--- config.mk ---
export PLATFORM = sky130hd
export DESIGN_NAME = gf16_matrix_vector_multiply_unit
export DESIGN_NICKNAME = d
export VERILOG_FILES = /design/src/rtl/gfmv_pkg.sv /design/src/rtl/gfmv_row_regs.sv /design/src/rtl/gfmv_row_dot.sv /design/src/rtl/gf16_matrix_vector_multiply_unit.sv
export SDC_FILE = /design/constraint.sdc
export NUM_CORES = 2
export LEC_CHECK = 0
export BUFFER_PORTS_ARGS = -buffer_cell sky130_fd_sc_hd__buf_4
export CORE_MARGIN = 2
export CORE_UTILIZATION = 60
export DETAILED_ROUTE_END_ITERATION = 10
export GPL_ROUTABILITY_DRIVEN = 1
export PLACE_DENSITY = 0.77
export REMOVE_ABC_BUFFERS = 1
export SYNTH_ARGS = -nofsm -noshare
export SYNTH_HDL_FRONTEND = slang
export SYNTH_SLANG_ARGS = --single-unit
--- constraint.sdc ---
create_clock -name clock -period 5.2 [get_ports clock]
set_input_delay 0.78 -clock clock [delete_from_list [all_inputs] [get_ports clock]]
set_output_delay 0.78 -clock clock [all_outputs]
set_load 0.005 [all_outputs]
--- src/rtl/gfmv_pkg.sv ---
`default_nettype none

package gfmv_pkg;

   localparam int FIELD_BITS     = 4;
   localparam int NUM_ROWS       = 8;
   localparam int WORD_BITS      = 32;
   localparam int CSR_INDEX_BITS = 4;
   localparam int FIELD_SIZE     = 1 << FIELD_BITS;

   // Register index of row 0; row r sits at CSR_ROW_BASE + r.
   localparam logic [CSR_INDEX_BITS-1:0] CSR_ROW_BASE = '0;

   // Multiply by x modulo x^4+x^3+x^2+x+1.
   localparam logic [FIELD_BITS-1:0] XTIME_TABLE [0:FIELD_SIZE-1] = '{
      4'd0, 4'd2, 4'd4, 4'd6, 4'd8, 4'd10, 4'd12, 4'd14,
      4'd15, 4'd13, 4'd11, 4'd9, 4'd7, 4'd5, 4'd3, 4'd1
   };

   typedef logic [FIELD_BITS-1:0] digit_type;
   typedef logic [WORD_BITS-1:0]  word_type;

   typedef struct packed {
      logic                      en;
      logic [CSR_INDEX_BITS-1:0] index;
      word_type                  data;
   } csr_write_type;

   // Shift-and-add field product.
   function automatic digit_type gf_mul(input digit_type a, input digit_type b);
      digit_type acc;
      digit_type sh;
      acc = '0;
      sh  = a;
      for (int idx = 0; idx < FIELD_BITS; idx++) begin
         if (b[idx]) begin
            acc = acc ^ sh;
         end
         sh = XTIME_TABLE[sh];
      end
      return acc;
   endfunction

endpackage

`default_nettype wire

--- src/rtl/gfmv_row_regs.sv ---
`default_nettype none

module gfmv_row_regs #(
   parameter int MATRIX_DIM = 8
) (
   input  wire logic                                          clock,
   input  wire logic                                          reset,
   input  wire gfmv_pkg::csr_write_type                       csr_write,
   output logic      [MATRIX_DIM-1:0][gfmv_pkg::WORD_BITS-1:0] rows
);

   logic [MATRIX_DIM-1:0][gfmv_pkg::WORD_BITS-1:0] rows_ff;

   // Rows at or above the dimension never take part, so they are not kept.
   always_ff @(posedge clock) begin
      for (int r = 0; r < MATRIX_DIM; r++) begin
         if (reset) begin
            rows_ff[r] <= '0;
         end else if (csr_write.en &&
                      csr_write.index == gfmv_pkg::CSR_ROW_BASE +
                         gfmv_pkg::CSR_INDEX_BITS'(r)) begin
            rows_ff[r] <= csr_write.data;
         end
      end
   end

   assign rows = rows_ff;

endmodule

`default_nettype wire

--- src/rtl/gfmv_row_dot.sv ---
`default_nettype none

module gfmv_row_dot #(
   parameter int MATRIX_DIM = 8
) (
   input  wire logic [gfmv_pkg::WORD_BITS-1:0]  row_word,
   input  wire logic [gfmv_pkg::WORD_BITS-1:0]  vector_word,
   output logic      [gfmv_pkg::FIELD_BITS-1:0] dot_digit
);

   localparam int FB = gfmv_pkg::FIELD_BITS;

   logic [MATRIX_DIM-1:0][FB-1:0] products;

   always_comb begin
      for (int k = 0; k < MATRIX_DIM; k++) begin
         products[k] = gfmv_pkg::gf_mul(row_word[k*FB +: FB], vector_word[k*FB +: FB]);
      end
   end

   // Field addition is XOR over the column products.
   always_comb begin
      dot_digit = '0;
      for (int k = 0; k < MATRIX_DIM; k++) begin
         dot_digit = dot_digit ^ products[k];
      end
   end

endmodule

`default_nettype wire

--- src/rtl/gf16_matrix_vector_multiply_unit.sv ---
// GF(16) matrix-vector multiplier. Each request word carries eight packed 4-bit
// digits (digit 0 in the low bits); the response word holds the product of the
// matrix held in row registers csr index 0..7 and that vector, packed the same
// way, with field reduction modulo x^4+x^3+x^2+x+1. One word is taken every
// cycle while the request side is not stalled; a request is registered in the
// input register, passes through the parallel field multiplies and XOR trees,
// and lands in the result register, from which its response is presented.
// A stalled response holds the result register and, once the input register is
// also full, the request side. With MATRIX_DIM below eight, only the low rows
// and columns take part and the upper output digits read zero. Write rows only
// while idle.
`default_nettype none

module gf16_matrix_vector_multiply_unit #(
   parameter int MATRIX_DIM = 8
) (
   input  wire logic                                   clock,
   input  wire logic                                   reset,
   input  wire logic                                   req_valid,
   output logic                                        req_stall,
   input  wire logic [gfmv_pkg::WORD_BITS-1:0]         req_vector_in,
   output logic                                        rsp_valid,
   input  wire logic                                   rsp_stall,
   output logic      [gfmv_pkg::WORD_BITS-1:0]         rsp_vector_out,
   input  wire logic                                   csr_write_en,
   input  wire logic [gfmv_pkg::CSR_INDEX_BITS-1:0]    csr_index,
   input  wire logic [gfmv_pkg::WORD_BITS-1:0]         csr_write_data
);

   localparam int FB = gfmv_pkg::FIELD_BITS;
   localparam int WB = gfmv_pkg::WORD_BITS;

   gfmv_pkg::csr_write_type                csr_write;
   logic [MATRIX_DIM-1:0][WB-1:0]          rows;
   logic [MATRIX_DIM-1:0][FB-1:0]          product_digits;
   logic [WB-1:0]                          product_word;

   logic          in_valid_ff, in_valid_in;
   logic [WB-1:0] in_vector_ff;
   logic          out_valid_ff, out_valid_in;
   logic [WB-1:0] out_vector_ff;
   logic          accept;
   logic          advance;

   assign csr_write = '{en: csr_write_en, index: csr_index, data: csr_write_data};

   gfmv_row_regs #(.MATRIX_DIM(MATRIX_DIM)) u_row_regs (
      .clock     (clock),
      .reset     (reset),
      .csr_write (csr_write),
      .rows      (rows)
   );

   for (genvar r = 0; r < MATRIX_DIM; r++) begin : g_row
      gfmv_row_dot #(.MATRIX_DIM(MATRIX_DIM)) u_row_dot (
         .row_word    (rows[r]),
         .vector_word (in_vector_ff),
         .dot_digit   (product_digits[r])
      );
   end

   // Upper digits stay zero when the dimension is reduced.
   assign product_word = WB'(product_digits);

   // Advance the result register whenever it is empty or being drained.
   assign advance   = !out_valid_ff || !rsp_stall;
   assign req_stall = in_valid_ff && !advance;
   assign accept    = req_valid && !req_stall;

   always_comb begin
      in_valid_in = in_valid_ff;
      if (accept) begin
         in_valid_in = 1'b1;
      end else if (advance) begin
         in_valid_in = 1'b0;
      end
      out_valid_in = advance ? in_valid_ff : out_valid_ff;
   end

   always_ff @(posedge clock) begin
      if (reset) begin
         in_valid_ff  <= 1'b0;
         out_valid_ff <= 1'b0;
      end else begin
         in_valid_ff  <= in_valid_in;
         out_valid_ff <= out_valid_in;
      end
   end

   always_ff @(posedge clock) begin
      if (accept) begin
         in_vector_ff <= req_vector_in;
      end
      if (advance && in_valid_ff) begin
         out_vector_ff <= product_word;
      end
   end

   assign rsp_valid      = out_valid_ff;
   assign rsp_vector_out = out_vector_ff;

endmodule

`default_nettype wire

==> flow_metrics.tcl <==
set metrics [dict create \
    synth_ff_type "dfxtp_1" \
    drt_iter0_drc 3377 \
    setup_tns_ns 0 \
    yosysUniqueCellTypes 37 \
    postCtsSetupBuffers 0 \
    routedWlPerCell_um 22.4 \
    final_common_cell "nand2_1" \
    synthTopCellsByArea "xnor2_1 (17%), nand2_1 (17%), dfxtp_1 (16%)" \
    synth_edf_count 64 \
    ctsResizeCount 0 \
    slew_viol_final 0 \
    drcViolationCount 0 \
    worst_slew_pin_slew_ns 1.25 \
    grt_max_degree 111 \
    yosysWarnings 0 \
    cts_buffer_depth 3 \
    cp.arrival_ns 3.73 \
    via_per_inst 5.97 \
    cts-buffers-inserted 39 \
    path_cells "nand2_1, o221ai_1, a21oi_1, xnor2_1, xnor2_1, xnor3_1" \
    clkTransAtPathRegs_ns 0.06 \
    critical-path-max-stage-delay_ns 1.03 \
    synth_area_per_cell_um2 7.18 \
    cpMostUsedCell "xnor2_1" \
    io_pins 107 \
    die_w_um 234 \
    core_area_um2 52300 \
    row_count 84 \
    routed_wl_um 108000 \
    worst_hold_slack_ns 0.361 \
    grt_pass1_wl_um 161000 \
    ys_ff_latch 322 \
    worst-path-buf-inv 0 \
    peakVddDrop_uv 235 \
    hold_buffers 0 \
    start_util_pct 60.4 \
    outcome "complete, no violations" \
    final_cell_mix "nand2_1 (1,414), xnor2_1 (618), a21oi_1 (508)" \
    slowest_stage "edfxtp_1" \
    timing.fmax_ghz 0.293 \
    final_util_pct 61.4 \
    dieArea_um2 54600 \
    antenna_found_initial 0 \
    chipHeight_um 234 \
    crit_family "flip-flops" \
    netlist_area_um2 31600 \
    max_cap_viol_count 0 \
    synth_largest_area_cell "xnor2_1" \
    p_leak_nw 11.7 \
    slew_headroom_pct 16.6 \
    synth_top_cell_area_share_pct 17.1 \
    grt.total_usage_pct 39.0 \
    ys_seq_area_share_pct 22.4 \
    cts.sinks 322 \
    ant_nets 0 \
    first_global_vias 26300 \
    root_buffer "clkbuf_16" \
    syn_to_final_growth_pct 1.50 \
    h-tree-depth 2 \
    critPathKind "flip-flop to flip-flop" \
    required_ns 5.52 \
    worstPathMaxFanout 21 \
    final.min_clock_period_ns 3.41 \
    power_mw 7.04 \
    port_buffers 106 \
    hold_violations 0 \
    cts_tree "done" \
    final_nets 4166 \
    start_kind "flip-flop" \
    final.setup_skew_ns 0.0160 \
    synth_cells 4404 \
    hold_path_class "input pin to flip-flop" \
    endpoint_kind "flip-flop" \
    finalCritPeriodShare_pct 65.6 \
    hpwl_um 69500 \
    route.vias.total 28700 \
    async_reset_ff_share_pct 0 \
    clk_latency_ns 0.59 \
    dr.pass1.iters 6 \
    gp_congestion 1.01 \
    drive_above_1_share_pct 7.81 \
    setup_viol 0 \
    power_density_nw_per_um2 219 \
    overflow 0 \
    grt_setup_unrepaired "false" \
]
==> registers in the layout (all words and copies together) (netlist names) <==
| register | count |
|---|---|
| rsp_vector_out | 32 |
| in_valid_ff | 1 |
| rsp_valid | 1 |
| in_vector_ff | 32 |
| u_row_regs.rows | 256 |
==> per-stage QoR <==
stage          cell area [um2]  setup WS, ns  instances
6_report                 32100          1.79       4813
5_1_grt                  32100          1.77       4812
4_1_cts                  32100          1.97       4812
3_5_place_dp             30800          1.99       4740
3_3_place_gp             30800          2.03       4740
2_1_floorplan            28700          1.57       3892
==> final timing paths <==
path,startpoint,to,slack [ns],cells past startpoint
max,in_vector_ff[14],rsp_vector_out[0],1.79,6
min,req_vector_in[14],in_vector_ff[14],0.36,1
max reg2reg,in_vector_ff[14],rsp_vector_out[0],1.79,6
min reg2reg,in_valid_ff,rsp_valid,0.49,2
==> synthesized netlist by cell type (5+ instances only) <==
| cell | instances |
|---|---|
| buf_6 | 34 |
| nand3b_1 | 5 |
| xor2_2 | 12 |
| nor4_2 | 19 |
| nand2_1 | 1414 |
| nand2b_1 | 37 |
| inv_1 | 79 |
| nor4_1 | 22 |
| clkbuf_1 | 104 |
| nor3_1 | 57 |
| buf_2 | 242 |
| clkbuf_2 | 12 |
| xnor2_1 | 618 |
| nand3_1 | 72 |
| or2_2 | 54 |
| edfxtp_1 | 64 |
| o22ai_1 | 9 |
| a211oi_1 | 8 |
| xnor2_2 | 8 |
| a21oi_1 | 508 |
| nor2_1 | 44 |
| xnor3_1 | 40 |
| buf_4 | 118 |
| dfxtp_1 | 258 |
| xor2_1 | 465 |
| o221ai_1 | 83 |
==> kinds of logic (layout without fill, tap and decap cells) <==
logic type	Yosys count	count (layout)	share of synthesized area [%]
simple gates	1735	1735	22.7
xor+xnor	1143	1143	33.9
compound gates	613	613	10.8
buf+inv	591	311	10.2
flops	322	322	22.4
other cells	0	1	0
==> layer usage <==
metal  global-route usage, %  vias to the layer above  part of all wire (%)
met5                       0                        -                     0
met4                    26.5                        0                   8.2
met3                    8.95                      410                    12
met2                    57.7                     1702                    41
met1                    50.4                    13400                    38
li1                        -                    13200                     -
==> layout make-up <==
| type | count | area (um2) |
|---|---|---|
| clock inverter | 24 | 229 |
| timing repair buffer | 160 | 1240 |
| antenna | 1 | 2.50 |
| sequential | 322 | 7090 |
| multi-input combinational | 3491 | 21300 |
| clock buffer | 48 | 1050 |
| fill | 4725 | 20200 |
| inverter | 79 | 297 |
| tap | 688 | 861 |
==> where the power goes <==
group	leakage [nW]	switching, mW	internal (mW)
clock	0.620	1.22	1.56
sequential	2.70	0.133	2.66
combinational	8.40	0.836	0.621
total	11.7	2.19	4.85
==> worst register-to-register path: stages, from the launching register on <==
cell and delay, ns:
edfxtp_1 1.03, nand2_1 0.77, o221ai_1 0.40, a21oi_1 0.14
xnor2_1 0.26, xnor2_1 0.15, xnor3_1 0.40
(Power assumes the default switching activity.)
